## src/sv/rssi_window_punch_qualifier_top_assert.svh

```systemverilog
// Assertion macros shared by the punch qualifier RTL.
// Every macro expects clk_i and the active-low reset rst_ni to be in scope.
`ifndef RSSI_WINDOW_PUNCH_QUALIFIER_TOP_ASSERT_SVH
`define RSSI_WINDOW_PUNCH_QUALIFIER_TOP_ASSERT_SVH

// A condition that must hold at every clock edge out of reset.
`define RWPQ_ASSERT_ALWAYS(lbl, cond) \
  lbl: assert property (@(posedge clk_i) disable iff (!rst_ni) (cond)) \
    else $error("rwpq: invariant violated");

// A consequence that must hold in the same cycle as its antecedent.
`define RWPQ_ASSERT_IMP(lbl, ante, cons) \
  lbl: assert property (@(posedge clk_i) disable iff (!rst_ni) (ante) |-> (cons)) \
    else $error("rwpq: implication violated");

// A consequence that must hold in the cycle after its antecedent.
`define RWPQ_ASSERT_NXT(lbl, ante, cons) \
  lbl: assert property (@(posedge clk_i) disable iff (!rst_ni) (ante) |=> (cons)) \
    else $error("rwpq: next-cycle implication violated");

`endif

```

## src/sv/rwpq_pkg.sv

```systemverilog
// Types and constants of the RSSI window punch qualifier.
// No dependencies; the front end, queue, back end and top level import this package.
`default_nettype none

package rwpq_pkg;

  // Result outcome codes.
  typedef enum logic [2:0] {
    OC_BAD_LEN   = 3'd0,
    OC_HELD_OFF  = 3'd1,
    OC_SCANNING  = 3'd2,
    OC_SPAM      = 3'd3,
    OC_NEW_RACE  = 3'd4,
    OC_LOGGED    = 3'd5
  } outcome_e;

  // Race phase.
  typedef enum logic [1:0] {
    PH_IDLE     = 2'd0,
    PH_RACING   = 2'd1,
    PH_FINISHED = 2'd2
  } phase_e;

  // Receiver command.
  typedef enum logic [1:0] {
    RX_NONE = 2'd0,
    RX_ON   = 2'd1,
    RX_OFF  = 2'd2
  } rx_cmd_e;

  // Configuration register indexes.
  typedef enum logic [2:0] {
    CFG_WINDOW_LENGTH  = 3'd0,
    CFG_HITS_NEEDED    = 3'd1,
    CFG_HOLD_OFF_MS    = 3'd2,
    CFG_CLEAR_STATION  = 3'd3,
    CFG_CHECK_STATION  = 3'd4,
    CFG_START_STATION  = 3'd5,
    CFG_FINISH_STATION = 3'd6
  } cfg_idx_e;

  // Back end sequencer states.
  typedef enum logic {
    BK_LOAD   = 1'b0,
    BK_DECIDE = 1'b1
  } bk_state_e;

  // Frame geometry and fixed limits.
  localparam logic [6:0]        FRAME_LEN_OK   = 7'd6;
  localparam logic signed [7:0] DEFAULT_THR    = -8'sd50;
  localparam logic [11:0]       STD_ID_MIN     = 12'd31;
  localparam logic [7:0]        DEF_WINDOW     = 8'd5;
  localparam logic [7:0]        DEF_HITS       = 8'd3;
  localparam int unsigned       QUEUE_DEPTH    = 2;

  // Configuration register bank.
  typedef struct packed {
    logic [7:0]  window_length;
    logic [7:0]  hits_needed;
    logic [15:0] hold_off_ms;
    logic [11:0] clear_station;
    logic [11:0] check_station;
    logic [11:0] start_station;
    logic [11:0] finish_station;
  } cfg_t;

  localparam cfg_t CFG_RESET = '{
    window_length:  8'd5,
    hits_needed:    8'd3,
    hold_off_ms:    16'd0,
    clear_station:  12'd0,
    check_station:  12'd1,
    start_station:  12'd2,
    finish_station: 12'd3
  };

  // A classified frame as it travels from the front end to the back end.
  typedef struct packed {
    logic              len_ok;
    logic [11:0]       station;
    logic signed [7:0] thr;
    logic [7:0]        magnitude;
    logic              hit;
    logic [31:0]       now_ms;
  } queue_item_t;

  // One result item.
  typedef struct packed {
    outcome_e          outcome;
    logic [11:0]       station;
    logic [5:0]        hit_count;
    logic signed [7:0] threshold_used;
    logic [7:0]        strength_magnitude;
    phase_e            race_phase;
    rx_cmd_e           receiver_command;
    logic              protocol_switch;
  } result_t;

endpackage

`default_nettype wire

```

## src/sv/rwpq_intf.sv

```systemverilog
// Request channel interfaces of the punch qualifier: frames in, results out, config writes.
// Depends on nothing but the language; widths are those of the frame and result fields.
`default_nettype none

// Received frame channel.
interface rwpq_in_if;
  logic              valid;
  logic              ready;
  logic [6:0]        frame_length;
  logic [7:0]        first_byte;
  logic [7:0]        second_byte;
  logic [7:0]        sixth_byte;
  logic signed [7:0] signal_strength;
  logic [31:0]       now_ms;

  modport source (output valid, frame_length, first_byte, second_byte, sixth_byte,
                  signal_strength, now_ms, input ready);
  modport sink   (input valid, frame_length, first_byte, second_byte, sixth_byte,
                  signal_strength, now_ms, output ready);
endinterface

// Result channel.
interface rwpq_out_if;
  logic              valid;
  logic              ready;
  logic [2:0]        outcome;
  logic [11:0]       station;
  logic [5:0]        hit_count;
  logic signed [7:0] threshold_used;
  logic [7:0]        strength_magnitude;
  logic [1:0]        race_phase;
  logic [1:0]        receiver_command;
  logic              protocol_switch;

  modport source (output valid, outcome, station, hit_count, threshold_used,
                  strength_magnitude, race_phase, receiver_command, protocol_switch,
                  input ready);
  modport sink   (input valid, outcome, station, hit_count, threshold_used,
                  strength_magnitude, race_phase, receiver_command, protocol_switch,
                  output ready);
endinterface

// Configuration write channel.
interface rwpq_cfg_if;
  logic        valid;
  logic        ready;
  logic [2:0]  reg_index;
  logic [15:0] wdata;

  modport source (output valid, reg_index, wdata, input ready);
  modport sink   (input valid, reg_index, wdata, output ready);
endinterface

`default_nettype wire

```

## src/sv/rwpq_front.sv

```systemverilog
// Front end of the punch qualifier: accepts frames and classifies them for the queue.
// Depends on rwpq_pkg and the frame channel interface.
`default_nettype none

module rwpq_front
  import rwpq_pkg::*;
(
  rwpq_in_if.sink     in_i,
  input  logic [11:0] clear_station_i,
  output logic        push_valid_o,
  input  logic        push_ready_i,
  output queue_item_t push_item_o
);

  logic [11:0]       station;
  logic signed [7:0] thr;

  // The station id is the first byte followed by the high nibble of the second.
  assign station = {in_i.first_byte, in_i.second_byte[7:4]};

  // The clear station carries its own limit, the negated sixth byte.
  assign thr = (station == clear_station_i) ? 8'(8'd0 - in_i.sixth_byte) : DEFAULT_THR;

  // Classification needs no state, so a frame goes straight into the queue.
  always_comb begin
    push_item_o.len_ok    = (in_i.frame_length == FRAME_LEN_OK);
    push_item_o.station   = station;
    push_item_o.thr       = thr;
    push_item_o.magnitude = 8'(8'd0 - in_i.signal_strength);
    push_item_o.hit       = (in_i.signal_strength >= thr);
    push_item_o.now_ms    = in_i.now_ms;
  end

  assign push_valid_o = in_i.valid;
  assign in_i.ready   = push_ready_i;

endmodule

`default_nettype wire

```

## src/sv/rwpq_queue.sv

```systemverilog
// Short queue of classified frames between the front end and the back end.
// Depends on rwpq_pkg and the assertion macro header.
`default_nettype none
`include "rssi_window_punch_qualifier_top_assert.svh"

module rwpq_queue
  import rwpq_pkg::*;
(
  input  logic        clk_i,
  input  logic        rst_ni,
  input  logic        push_valid_i,
  output logic        push_ready_o,
  input  queue_item_t push_item_i,
  output logic        pop_valid_o,
  input  logic        pop_ready_i,
  output queue_item_t pop_item_o
);

  localparam int unsigned PTR_W = (QUEUE_DEPTH > 1) ? $clog2(QUEUE_DEPTH) : 1;
  localparam int unsigned CNT_W = $clog2(QUEUE_DEPTH + 1);

  queue_item_t         entry_q [QUEUE_DEPTH];
  logic [PTR_W-1:0]    wr_ptr_q, wr_ptr_d;
  logic [PTR_W-1:0]    rd_ptr_q, rd_ptr_d;
  logic [CNT_W-1:0]    cnt_q, cnt_d;
  logic                push, pop;

  assign push_ready_o = (cnt_q != CNT_W'(QUEUE_DEPTH));
  assign pop_valid_o  = (cnt_q != '0);
  assign push         = push_valid_i && push_ready_o;
  assign pop          = pop_valid_o && pop_ready_i;
  assign pop_item_o   = entry_q[rd_ptr_q];

  // Pointer and fill count update.
  always_comb begin
    wr_ptr_d = wr_ptr_q;
    rd_ptr_d = rd_ptr_q;
    cnt_d    = cnt_q;
    if (push) begin
      wr_ptr_d = (wr_ptr_q == PTR_W'(QUEUE_DEPTH - 1)) ? '0 : PTR_W'(wr_ptr_q + 1'b1);
    end
    if (pop) begin
      rd_ptr_d = (rd_ptr_q == PTR_W'(QUEUE_DEPTH - 1)) ? '0 : PTR_W'(rd_ptr_q + 1'b1);
    end
    if (push && !pop) begin
      cnt_d = CNT_W'(cnt_q + 1'b1);
    end else if (pop && !push) begin
      cnt_d = CNT_W'(cnt_q - 1'b1);
    end
  end

  always_ff @(posedge clk_i or negedge rst_ni) begin
    if (!rst_ni) begin
      wr_ptr_q <= '0;
      rd_ptr_q <= '0;
      cnt_q    <= '0;
    end else begin
      wr_ptr_q <= wr_ptr_d;
      rd_ptr_q <= rd_ptr_d;
      cnt_q    <= cnt_d;
    end
  end

  // Entry storage carries payload only.
  always_ff @(posedge clk_i) begin
    if (push) begin
      entry_q[wr_ptr_q] <= push_item_i;
    end
  end

  `RWPQ_ASSERT_ALWAYS(a_cnt_bound, cnt_q <= CNT_W'(QUEUE_DEPTH))
  `RWPQ_ASSERT_NXT(a_push_grows, push && !pop, cnt_q == CNT_W'($past(cnt_q) + 1'b1))
  `RWPQ_ASSERT_NXT(a_pop_shrinks, pop && !push, cnt_q == CNT_W'($past(cnt_q) - 1'b1))

endmodule

`default_nettype wire

```

## src/sv/rwpq_back.sv

```systemverilog
// Back end of the punch qualifier: hold-off, hit history, window count and punch decision.
// Depends on rwpq_pkg, the result channel interface and the assertion macro header.
`default_nettype none
`include "rssi_window_punch_qualifier_top_assert.svh"

module rwpq_back
  import rwpq_pkg::*;
#(
  parameter int unsigned HISTORY_BITS = 32
) (
  input  logic        clk_i,
  input  logic        rst_ni,
  input  cfg_t        cfg_i,
  input  logic        pop_valid_i,
  output logic        pop_ready_o,
  input  queue_item_t pop_item_i,
  rwpq_out_if.source  out_o
);

  localparam int unsigned CNT_W = $clog2(HISTORY_BITS + 1);
  localparam logic [7:0]  HB8   = 8'(HISTORY_BITS);

  bk_state_e               state_q, state_d;
  queue_item_t             st_item_q, st_item_d;
  logic                    st_bad_q, st_bad_d;
  logic                    st_held_q, st_held_d;
  logic                    scan_vld_q, scan_vld_d;
  logic [11:0]             scan_id_q, scan_id_d;
  logic [HISTORY_BITS-1:0] hist_q, hist_d, hist_base;
  logic                    held_vld_q, held_vld_d;
  logic [11:0]             held_id_q, held_id_d;
  logic [31:0]             punch_time_q, punch_time_d;
  logic                    log_vld_q, log_vld_d;
  logic [11:0]             log_id_q, log_id_d;
  phase_e                  phase_q, phase_d;
  logic                    out_vld_q, out_vld_d;
  result_t                 out_q, out_d;

  logic                    held_now;
  logic [7:0]              w_eff, need_eff;
  logic [HISTORY_BITS-1:0] wmask;
  logic [CNT_W-1:0]        cnt;
  logic                    enough, standard, spam, out_free, punch;

  // Hold-off: same station as the last punch and the elapsed time still short.
  assign held_now = held_vld_q && (pop_item_i.station == held_id_q) &&
                    ((pop_item_i.now_ms - punch_time_q) < {16'd0, cfg_i.hold_off_ms});

  // Effective window and hit requirement, with their fall-back values.
  assign w_eff    = ((cfg_i.window_length == 8'd0) || (cfg_i.window_length > HB8)) ?
                    DEF_WINDOW : cfg_i.window_length;
  assign need_eff = (cfg_i.hits_needed == 8'd0) ? DEF_HITS : cfg_i.hits_needed;

  // Window mask over the newest history bits.
  always_comb begin
    for (int unsigned i = 0; i < HISTORY_BITS; i++) begin
      wmask[i] = (8'(i) < w_eff);
    end
  end

  assign cnt    = CNT_W'($countones(hist_q & wmask));
  assign enough = (9'(cnt) >= {1'b0, need_eff});

  // Spam: a standard station punched again right after being logged.
  assign standard = (st_item_q.station >= STD_ID_MIN) ||
                    (st_item_q.station == cfg_i.check_station) ||
                    (st_item_q.station == cfg_i.start_station);
  assign spam     = standard && log_vld_q && (st_item_q.station == log_id_q);

  assign out_free    = !out_vld_q || out_o.ready;
  assign pop_ready_o = (state_q == BK_LOAD);

  assign hist_base = (scan_vld_q && (pop_item_i.station == scan_id_q)) ? hist_q : '0;

  // Two-step sequencer: load and shift, then count and decide.
  always_comb begin
    state_d      = state_q;
    st_item_d    = st_item_q;
    st_bad_d     = st_bad_q;
    st_held_d    = st_held_q;
    scan_vld_d   = scan_vld_q;
    scan_id_d    = scan_id_q;
    hist_d       = hist_q;
    held_vld_d   = held_vld_q;
    held_id_d    = held_id_q;
    punch_time_d = punch_time_q;
    log_vld_d    = log_vld_q;
    log_id_d     = log_id_q;
    phase_d      = phase_q;
    out_vld_d    = out_vld_q && !out_o.ready;
    out_d        = out_q;
    punch        = 1'b0;

    case (state_q)
      BK_LOAD: begin
        if (pop_valid_i) begin
          st_item_d = pop_item_i;
          st_bad_d  = !pop_item_i.len_ok;
          st_held_d = pop_item_i.len_ok && held_now;
          // A scanning frame restarts the history on a new station and shifts in.
          if (pop_item_i.len_ok && !held_now) begin
            scan_vld_d = 1'b1;
            scan_id_d  = pop_item_i.station;
            hist_d     = {hist_base[HISTORY_BITS-2:0], pop_item_i.hit};
          end
          state_d = BK_DECIDE;
        end
      end
      BK_DECIDE: begin
        if (out_free) begin
          out_d.outcome            = OC_SCANNING;
          out_d.station            = st_item_q.station;
          out_d.hit_count          = '0;
          out_d.threshold_used     = st_item_q.thr;
          out_d.strength_magnitude = st_item_q.magnitude;
          out_d.receiver_command   = RX_NONE;
          out_d.protocol_switch    = 1'b0;
          if (st_bad_q) begin
            out_d.outcome        = OC_BAD_LEN;
            out_d.threshold_used = '0;
          end else if (st_held_q) begin
            out_d.outcome = OC_HELD_OFF;
          end else begin
            out_d.hit_count = 6'(cnt);
            if (enough) begin
              // Punch: start the hold-off and restart the history.
              punch        = 1'b1;
              held_vld_d   = 1'b1;
              held_id_d    = st_item_q.station;
              punch_time_d = st_item_q.now_ms;
              hist_d       = '0;
              if (spam) begin
                out_d.outcome = OC_SPAM;
              end else if (st_item_q.station == cfg_i.clear_station) begin
                out_d.outcome = OC_NEW_RACE;
                log_vld_d     = 1'b1;
                log_id_d      = st_item_q.station;
                if (phase_q != PH_RACING) begin
                  phase_d                = PH_RACING;
                  out_d.receiver_command = RX_ON;
                end
              end else begin
                out_d.outcome = OC_LOGGED;
                log_vld_d     = 1'b1;
                log_id_d      = st_item_q.station;
                if ((st_item_q.station == cfg_i.finish_station) && (phase_q == PH_RACING)) begin
                  phase_d                = PH_FINISHED;
                  out_d.receiver_command = RX_OFF;
                  out_d.protocol_switch  = 1'b1;
                end
              end
            end
          end
          out_d.race_phase = phase_d;
          out_vld_d        = 1'b1;
          state_d          = BK_LOAD;
        end
      end
      default: begin
        state_d = BK_LOAD;
      end
    endcase
  end

  // Control and station state.
  always_ff @(posedge clk_i or negedge rst_ni) begin
    if (!rst_ni) begin
      state_q      <= BK_LOAD;
      scan_vld_q   <= 1'b0;
      scan_id_q    <= '0;
      hist_q       <= '0;
      held_vld_q   <= 1'b0;
      held_id_q    <= '0;
      punch_time_q <= '0;
      log_vld_q    <= 1'b0;
      log_id_q     <= '0;
      phase_q      <= PH_IDLE;
      out_vld_q    <= 1'b0;
    end else begin
      state_q      <= state_d;
      scan_vld_q   <= scan_vld_d;
      scan_id_q    <= scan_id_d;
      hist_q       <= hist_d;
      held_vld_q   <= held_vld_d;
      held_id_q    <= held_id_d;
      punch_time_q <= punch_time_d;
      log_vld_q    <= log_vld_d;
      log_id_q     <= log_id_d;
      phase_q      <= phase_d;
      out_vld_q    <= out_vld_d;
    end
  end

  // Stage and result payload.
  always_ff @(posedge clk_i) begin
    st_item_q <= st_item_d;
    st_bad_q  <= st_bad_d;
    st_held_q <= st_held_d;
    out_q     <= out_d;
  end

  // Result channel.
  assign out_o.valid              = out_vld_q;
  assign out_o.outcome            = out_q.outcome;
  assign out_o.station            = out_q.station;
  assign out_o.hit_count          = out_q.hit_count;
  assign out_o.threshold_used     = out_q.threshold_used;
  assign out_o.strength_magnitude = out_q.strength_magnitude;
  assign out_o.race_phase         = out_q.race_phase;
  assign out_o.receiver_command   = out_q.receiver_command;
  assign out_o.protocol_switch    = out_q.protocol_switch;

  `RWPQ_ASSERT_NXT(a_punch_clears_hist, punch, hist_q == '0)
  `RWPQ_ASSERT_NXT(a_finish_sticks, phase_q == PH_FINISHED, phase_q != PH_IDLE)
  `RWPQ_ASSERT_NXT(a_pop_then_decide, pop_valid_i && pop_ready_o, state_q == BK_DECIDE)
  `RWPQ_ASSERT_IMP(a_rx_on_racing, out_vld_q && (out_q.receiver_command == RX_ON),
                   out_q.race_phase == PH_RACING)

endmodule

`default_nettype wire

```

## src/sv/rssi_window_punch_qualifier_top.sv

```systemverilog
// Top level of the RSSI window punch qualifier: configuration bank, front end, queue, back end.
// Depends on rwpq_pkg, rwpq_intf, rwpq_front, rwpq_queue and rwpq_back.
`default_nettype none

// The block takes one received radio frame per request and returns one result per frame.
// A frame is taken in the cycle it is offered while the two-entry queue has room; the back
// end then does the hold-off check and history shift, then the window count and punch
// decision, and loads no new frame until that decision is made. The result sits in an
// output register; while it waits to be taken, frames still enter the queue and the back
// end loads the next one, but that frame's decision waits until the register is free.
// Configuration writes are always accepted and must only be made while no frame is in flight.

module rssi_window_punch_qualifier_top
  import rwpq_pkg::*;
#(
  parameter int unsigned HISTORY_BITS = 32
) (
  input  logic       clk_i,
  input  logic       rst_ni,
  rwpq_cfg_if.sink   cfg_i,
  rwpq_in_if.sink    in_i,
  rwpq_out_if.source out_o
);

  cfg_t        cfg_q, cfg_d;
  logic        push_valid, push_ready;
  queue_item_t push_item;
  logic        pop_valid, pop_ready;
  queue_item_t pop_item;

  // Configuration register bank; writes beyond the list are dropped.
  assign cfg_i.ready = 1'b1;

  always_comb begin
    cfg_d = cfg_q;
    if (cfg_i.valid) begin
      case (cfg_idx_e'(cfg_i.reg_index))
        CFG_WINDOW_LENGTH:  cfg_d.window_length  = cfg_i.wdata[7:0];
        CFG_HITS_NEEDED:    cfg_d.hits_needed    = cfg_i.wdata[7:0];
        CFG_HOLD_OFF_MS:    cfg_d.hold_off_ms    = cfg_i.wdata;
        CFG_CLEAR_STATION:  cfg_d.clear_station  = cfg_i.wdata[11:0];
        CFG_CHECK_STATION:  cfg_d.check_station  = cfg_i.wdata[11:0];
        CFG_START_STATION:  cfg_d.start_station  = cfg_i.wdata[11:0];
        CFG_FINISH_STATION: cfg_d.finish_station = cfg_i.wdata[11:0];
        default: begin
          cfg_d = cfg_q;
        end
      endcase
    end
  end

  always_ff @(posedge clk_i or negedge rst_ni) begin
    if (!rst_ni) begin
      cfg_q <= CFG_RESET;
    end else begin
      cfg_q <= cfg_d;
    end
  end

  // Frame classification.
  rwpq_front u_front (
    .in_i            (in_i),
    .clear_station_i (cfg_q.clear_station),
    .push_valid_o    (push_valid),
    .push_ready_i    (push_ready),
    .push_item_o     (push_item)
  );

  // Queue between the two halves.
  rwpq_queue u_queue (
    .clk_i        (clk_i),
    .rst_ni       (rst_ni),
    .push_valid_i (push_valid),
    .push_ready_o (push_ready),
    .push_item_i  (push_item),
    .pop_valid_o  (pop_valid),
    .pop_ready_i  (pop_ready),
    .pop_item_o   (pop_item)
  );

  // Stateful qualification and result register.
  rwpq_back #(
    .HISTORY_BITS (HISTORY_BITS)
  ) u_back (
    .clk_i       (clk_i),
    .rst_ni      (rst_ni),
    .cfg_i       (cfg_q),
    .pop_valid_i (pop_valid),
    .pop_ready_o (pop_ready),
    .pop_item_i  (pop_item),
    .out_o       (out_o)
  );

endmodule

`default_nettype wire
```

## src/flat_wrapper.sv

```systemverilog
// flat-port wrapper written by rule: the top's interface ports become plain ports
module rssi_window_punch_qualifier_top_flat import rwpq_pkg::*;
#(
  parameter int unsigned HISTORY_BITS = 32
)
  (clk_i, rst_ni, cfg_i_valid, cfg_i_reg_index, cfg_i_wdata, cfg_i_ready, in_i_valid, in_i_frame_length, in_i_first_byte, in_i_second_byte, in_i_sixth_byte, in_i_signal_strength, in_i_now_ms, in_i_ready, out_o_valid, out_o_outcome, out_o_station, out_o_hit_count, out_o_threshold_used, out_o_strength_magnitude, out_o_race_phase, out_o_receiver_command, out_o_protocol_switch, out_o_ready);
  rwpq_cfg_if cfg_i_i ();
  rwpq_in_if in_i_i ();
  rwpq_out_if out_o_i ();
  input  logic clk_i;
  input  logic rst_ni;
  input wire logic [$bits(cfg_i_i.valid)-1:0] cfg_i_valid;
  input wire logic [$bits(cfg_i_i.reg_index)-1:0] cfg_i_reg_index;
  input wire logic [$bits(cfg_i_i.wdata)-1:0] cfg_i_wdata;
  output wire logic [$bits(cfg_i_i.ready)-1:0] cfg_i_ready;
  input wire logic [$bits(in_i_i.valid)-1:0] in_i_valid;
  input wire logic [$bits(in_i_i.frame_length)-1:0] in_i_frame_length;
  input wire logic [$bits(in_i_i.first_byte)-1:0] in_i_first_byte;
  input wire logic [$bits(in_i_i.second_byte)-1:0] in_i_second_byte;
  input wire logic [$bits(in_i_i.sixth_byte)-1:0] in_i_sixth_byte;
  input wire logic [$bits(in_i_i.signal_strength)-1:0] in_i_signal_strength;
  input wire logic [$bits(in_i_i.now_ms)-1:0] in_i_now_ms;
  output wire logic [$bits(in_i_i.ready)-1:0] in_i_ready;
  output wire logic [$bits(out_o_i.valid)-1:0] out_o_valid;
  output wire logic [$bits(out_o_i.outcome)-1:0] out_o_outcome;
  output wire logic [$bits(out_o_i.station)-1:0] out_o_station;
  output wire logic [$bits(out_o_i.hit_count)-1:0] out_o_hit_count;
  output wire logic [$bits(out_o_i.threshold_used)-1:0] out_o_threshold_used;
  output wire logic [$bits(out_o_i.strength_magnitude)-1:0] out_o_strength_magnitude;
  output wire logic [$bits(out_o_i.race_phase)-1:0] out_o_race_phase;
  output wire logic [$bits(out_o_i.receiver_command)-1:0] out_o_receiver_command;
  output wire logic [$bits(out_o_i.protocol_switch)-1:0] out_o_protocol_switch;
  input wire logic [$bits(out_o_i.ready)-1:0] out_o_ready;
  assign cfg_i_i.valid = cfg_i_valid;
  assign cfg_i_i.reg_index = cfg_i_reg_index;
  assign cfg_i_i.wdata = cfg_i_wdata;
  assign cfg_i_ready = cfg_i_i.ready;
  assign in_i_i.valid = in_i_valid;
  assign in_i_i.frame_length = in_i_frame_length;
  assign in_i_i.first_byte = in_i_first_byte;
  assign in_i_i.second_byte = in_i_second_byte;
  assign in_i_i.sixth_byte = in_i_sixth_byte;
  assign in_i_i.signal_strength = in_i_signal_strength;
  assign in_i_i.now_ms = in_i_now_ms;
  assign in_i_ready = in_i_i.ready;
  assign out_o_valid = out_o_i.valid;
  assign out_o_outcome = out_o_i.outcome;
  assign out_o_station = out_o_i.station;
  assign out_o_hit_count = out_o_i.hit_count;
  assign out_o_threshold_used = out_o_i.threshold_used;
  assign out_o_strength_magnitude = out_o_i.strength_magnitude;
  assign out_o_race_phase = out_o_i.race_phase;
  assign out_o_receiver_command = out_o_i.receiver_command;
  assign out_o_protocol_switch = out_o_i.protocol_switch;
  assign out_o_i.ready = out_o_ready;
  rssi_window_punch_qualifier_top #(.HISTORY_BITS(HISTORY_BITS)) u_core (.clk_i(clk_i), .rst_ni(rst_ni), .cfg_i(cfg_i_i), .in_i(in_i_i), .out_o(out_o_i));
endmodule
```

## config.mk

```make
export PLATFORM = sky130hd
export DESIGN_NAME = rssi_window_punch_qualifier_top_flat
export DESIGN_NICKNAME = d
export VERILOG_FILES = /design/src/sv/rwpq_pkg.sv /design/src/sv/rwpq_intf.sv /design/src/sv/rwpq_front.sv /design/src/sv/rwpq_queue.sv /design/src/sv/rwpq_back.sv /design/src/sv/rssi_window_punch_qualifier_top.sv /design/src/flat_wrapper.sv
export VERILOG_INCLUDE_DIRS = /design/src /design/src/sv
export SDC_FILE = /design/constraint.sdc
export NUM_CORES = 1
export LEC_CHECK = 0
export ABC_CLOCK_PERIOD_IN_PS = 9600
export BUFFER_PORTS_ARGS = -buffer_cell sky130_fd_sc_hd__buf_2
export CORE_MARGIN = 2
export CORE_UTILIZATION = 55
export CTS_BUF_LIST = sky130_fd_sc_hd__clkbuf_8
export CTS_CLUSTER_DIAMETER = 120
export DETAILED_ROUTE_END_ITERATION = 6
export PLACE_DENSITY = 0.74
export REMOVE_ABC_BUFFERS = 1
export SYNTH_ARGS = -nofsm -noshare
export SYNTH_HDL_FRONTEND = slang
export SYNTH_SLANG_ARGS = --single-unit
```

## constraint.sdc

```tcl
create_clock -name clk_i -period 9.6 [get_ports clk_i]
set_input_delay 0.96 -clock clk_i [delete_from_list [all_inputs] [get_ports clk_i]]
set_output_delay 0.96 -clock clk_i [all_outputs]
set_load 0.01 [all_outputs]
```

==> run_results.csv <==
group,metric,value,unit
routing,avgViaCountPerCell,5.52,
sta,finalSetupTns,0,ns
setup_path,cp_top_family,"adder cells",
global_routing,grt.total_usage,0.240,
sta,rsz0062_at_grt,"false",
synth,netlist_instances,1715,
routing,num_vias,13449,
clocking,clockBufferDepth,3,
setup_path,start_kind,"flip-flop",
pwr,pwr_density_cell,305,nW/um2
global_routing,grt_max_degree,115,
run,drv_cap,0,
synth,syn-cell-area,20700,um2
synth,synth_edf_count,227,
pwr,internal_power,4.41,mW
sta,clock.fmax,118,MHz
setup_path,cp_num_buf_inv,5,
sta,worst_slew_margin_rel,0.163,
floorplan,fp-row-count,71,
pwr,power.total,7.08,mW
setup_path,rr_worst_depth,27,
sta,setup_viol,0,
setup_path,cp.arrival,8.97,ns
synth,yosysTopAreaCell,"edfxtp_1",
sta,max_slew.worst_pin.slew,1.25,ns
clocking,cts_resized,0,
pwr,clockPowerShare,0.213,
setup_path,critPathMaxFanout,31,
cells_and_area,final_core_util,0.621,
status,outcome,"complete, no violations",
sta,fin_crit_sh,0.881,
routing,drc,0,
floorplan,dieHeight,198,um
placement,io_buffers,134,
cells_and_area,multiInputGateArea,8260,um2
pwr,ir_drop,0.171,mV
clocking,worstSkewPairLatency,0.63,ns
floorplan,dieArea,39300,um2
cells_and_area,fill_cells,2957,
clocking,htreeDepth,3,
cells_and_area,layout.nets,2058,
setup_path,crit_type,"flip-flop to flip-flop",
placement,dpl.hpwl,31.6,mm
routing,avgRoutedWirePerCell,18.7,um
sta,period_needed,8.46,ns
cells_and_area,synthToLayoutAreaGrowth,12.0,%
clocking,clockRootBuffer,"clkbuf_8",
clocking,cts-hold-fix-buffers,0,
cells_and_area,regArea,11600,um2
floorplan,pin_count,140,
setup_path,crit_cells,27,
synth,ys.flop_type,"edfxtp_1",
setup_path,reg2reg_to,"u_core.u_back.hist_q[15]",
synth,ys_ff_latch,418,
synth,async_flop_share,0.457,
setup_path,crit_start,"u_core.cfg_q[73]",
min_path,min_path_type,"flip-flop to flip-flop",
global_routing,grt_pass1_vias,13661,
clocking,clk_pin_slew_worst_paths,0.06,ns
clocking,cts_inserted_buffers,69,
synth,yosysTopAreaCellShare,0.329,
cells_and_area,layout_common_cells,"227 x edfxtp_1, 182 x dfrtp_1, 178 x inv_1",
setup_path,crit_top_cell,"fa_1",
setup_path,reg2reg_setup_slack,1.14,ns
routing,ant_nets,0,
floorplan,core_area,37400,um2
global_routing,antenna_found_initial,4,
clocking,cts_tree,"built",
setup_path,cp-end-kind,"flip-flop",
routing,drt_iter0_markers,757,
synth,synth_area_per_cell,12.1,um2
sta,slew_viol_final,0,
setup_path,slowest_stage,"fa_1",
synth,synth.top_cells.by_area,"edfxtp_1 33%, dfrtp_1 22%, mux2_2 7.3%",
synth,yosysWarnings,0,
setup_path,max_stage_delay,0.56,ns
placement,gp_congestion,0.883,
cells_and_area,drive_above_1_share,0.210,
setup_path,required,10.11,ns
synth,ys_seq_area_frac,0.560,
sta,clock_skew,0.0327,ns
synth,ys_types,78,
sta,finalHoldViolCount,0,
cells_and_area,layout_commonest_cell,"edfxtp_1",
global_routing,overflow,0,
setup_path,cp-endpoint,"u_core.u_back.hist_q[15]",
pwr,power.leakage,9.73,nW
floorplan,start_util,0.554,
pwr,power.share.combinational,0.384,
clocking,cts_setup_buffers,0,
pwr,pwr-share-seq,0.403,
global_routing,grt_pass1_wl,72.1,mm
clocking,cts.sinks,418,
routing,dr.pass1.iters,5,
floorplan,die_width,198,um
pwr,sw_frac_of_total,0.377,
routing,drt_wl_total,45.5,mm
pwr,p_sw,2.67,mW
setup_path,reg2reg_from,"u_core.cfg_q[73]",
worst min path at each step:
stage / endpoint / start / depth (start not counted)
after floorplan: u_core.u_back.out_o.strength_magnitude[0] / u_core.u_back.st_item_q[33] / 0
after global placement: u_core.u_back.out_o.strength_magnitude[7] / u_core.u_back.st_item_q[40] / 0
after detailed placement: u_core.u_back.out_o.strength_magnitude[4] / u_core.u_back.st_item_q[37] / 0
after CTS: u_core.u_back.out_o.strength_magnitude[4] / u_core.u_back.st_item_q[37] / 0
after global routing: u_core.u_back.out_o.strength_magnitude[0] / u_core.u_back.st_item_q[33] / 0
final: u_core.u_back.out_o.strength_magnitude[4] / u_core.u_back.st_item_q[37] / 0
cell usage after synthesis, drive strengths merged (18+ instances only):
cell    instances
ha             70
a21oi          66
mux2          134
buf            22
nand2         136
nand3          20
a21o           19
edfxtp        227
nand4          34
nor3           31
nor4           18
nor2           89
xor2           29
nor2b          18
dfrtp         183
clkbuf         45
xnor2         106
fa             25
o21ai          87
inv           153
mux2i          49
registers in the layout, indices dropped and copies added (netlist names), 2 cells and up:
signal                                  flops
u_core.cfg_q                               80
u_core.u_back.held_id_q                    12
u_core.u_back.hist_q                       32
u_core.u_back.log_id_q                     12
u_core.u_back.out_o.hit_count               6
u_core.u_back.out_o.outcome                 3
u_core.u_back.out_o.race_phase              2
u_core.u_back.out_o.station                12
u_core.u_back.out_o.strength_magnitude      8
u_core.u_back.out_o.threshold_used          8
u_core.u_back.phase_q                       2
u_core.u_back.punch_time_q                 32
u_core.u_back.scan_id_q                    12
u_core.u_back.st_item_q                    60
u_core.u_queue.cnt_q                        2
u_core.u_queue.entry_q                    124
routing by layer:
| layer | up-vias | wire length, um | GRT usage | share of wire |
|---|---|---|---|---|
| met4 | 0 | 1240 | 0.0877 | 0.027 |
| met2 | 389 | 21800 | 0.396 | 0.48 |
| met5 | - | 0 | 0 | 0 |
| li1 | 6378 | - | - | - |
| met3 | 86 | 2510 | 0.0410 | 0.055 |
| met1 | 6596 | 19900 | 0.320 | 0.44 |
kinds of logic after synthesis:
logic type	count (synthesis)	share of synthesized area
DFF	418	0.560
muxes	183	0.0964
and+or+nand+nor	405	0.0960
xor gates and xnor gates	135	0.0570
other	1	0.000181
adders and majority gates	95	0.0664
buffers and inverters	220	0.0437
AOI/OAI and AO/OA	258	0.0806
area by class of cell:
type	instances	area share
tap	511	0.0275
sequential	418	0.500
clock inverter	54	0.0142
antenna	3	0.000323
multi-input combinational	1077	0.356
clock buffer	73	0.0433
timing repair buffer	149	0.0346
inverter	153	0.0247
through the flow:
step / instance area [um2] / instances / setup slack (ns) / hold WS [ns]
6_report: 23200 / 2438 / 1.14 / 0.413
5_1_grt: 23200 / 2437 / 0.390 / 0.422
4_1_cts: 23200 / 2435 / 1.13 / 0.414
3_5_place_dp: 21900 / 2308 / 1.15 / 0.405
3_3_place_gp: 21900 / 2308 / 1.26 / 0.404
2_1_floorplan: 20400 / 1648 / -1.28 / 0.400
power groups by stage:
stage	Sequential (mW)	Combinational, mW	Clock (mW)
after floorplan	2.84	1.95	0
after global placement	2.86	2.64	0
after detailed placement	2.89	2.70	0
after CTS	2.86	2.72	1.55
after global routing	2.91	3.02	1.62
final	2.86	2.71	1.51
worst reg2reg max path, stage by stage (launching register included):
cell and delay [ns]:
dfrtp_1 0.52, nor3_1 0.53, nand3_1 0.14, a211oi_1 0.25
buf_4 0.26, nor2b_1 0.16, buf_4 0.20, o311ai_0 0.20
fa_1 0.54, fa_1 0.51, fa_1 0.56, fa_1 0.45
fa_1 0.55, inv_1 0.06, fa_1 0.54, ha_1 0.17
inv_1 0.06, fa_1 0.52, inv_1 0.06, ha_1 0.26
a21o_1 0.15, a21o_1 0.17, a21oi_1 0.15, o21ai_0 0.16
nand2_1 0.18, nor2_4 0.09, nor2_8 0.56, mux2i_1 0.35
(Power assumes the default switching activity.)
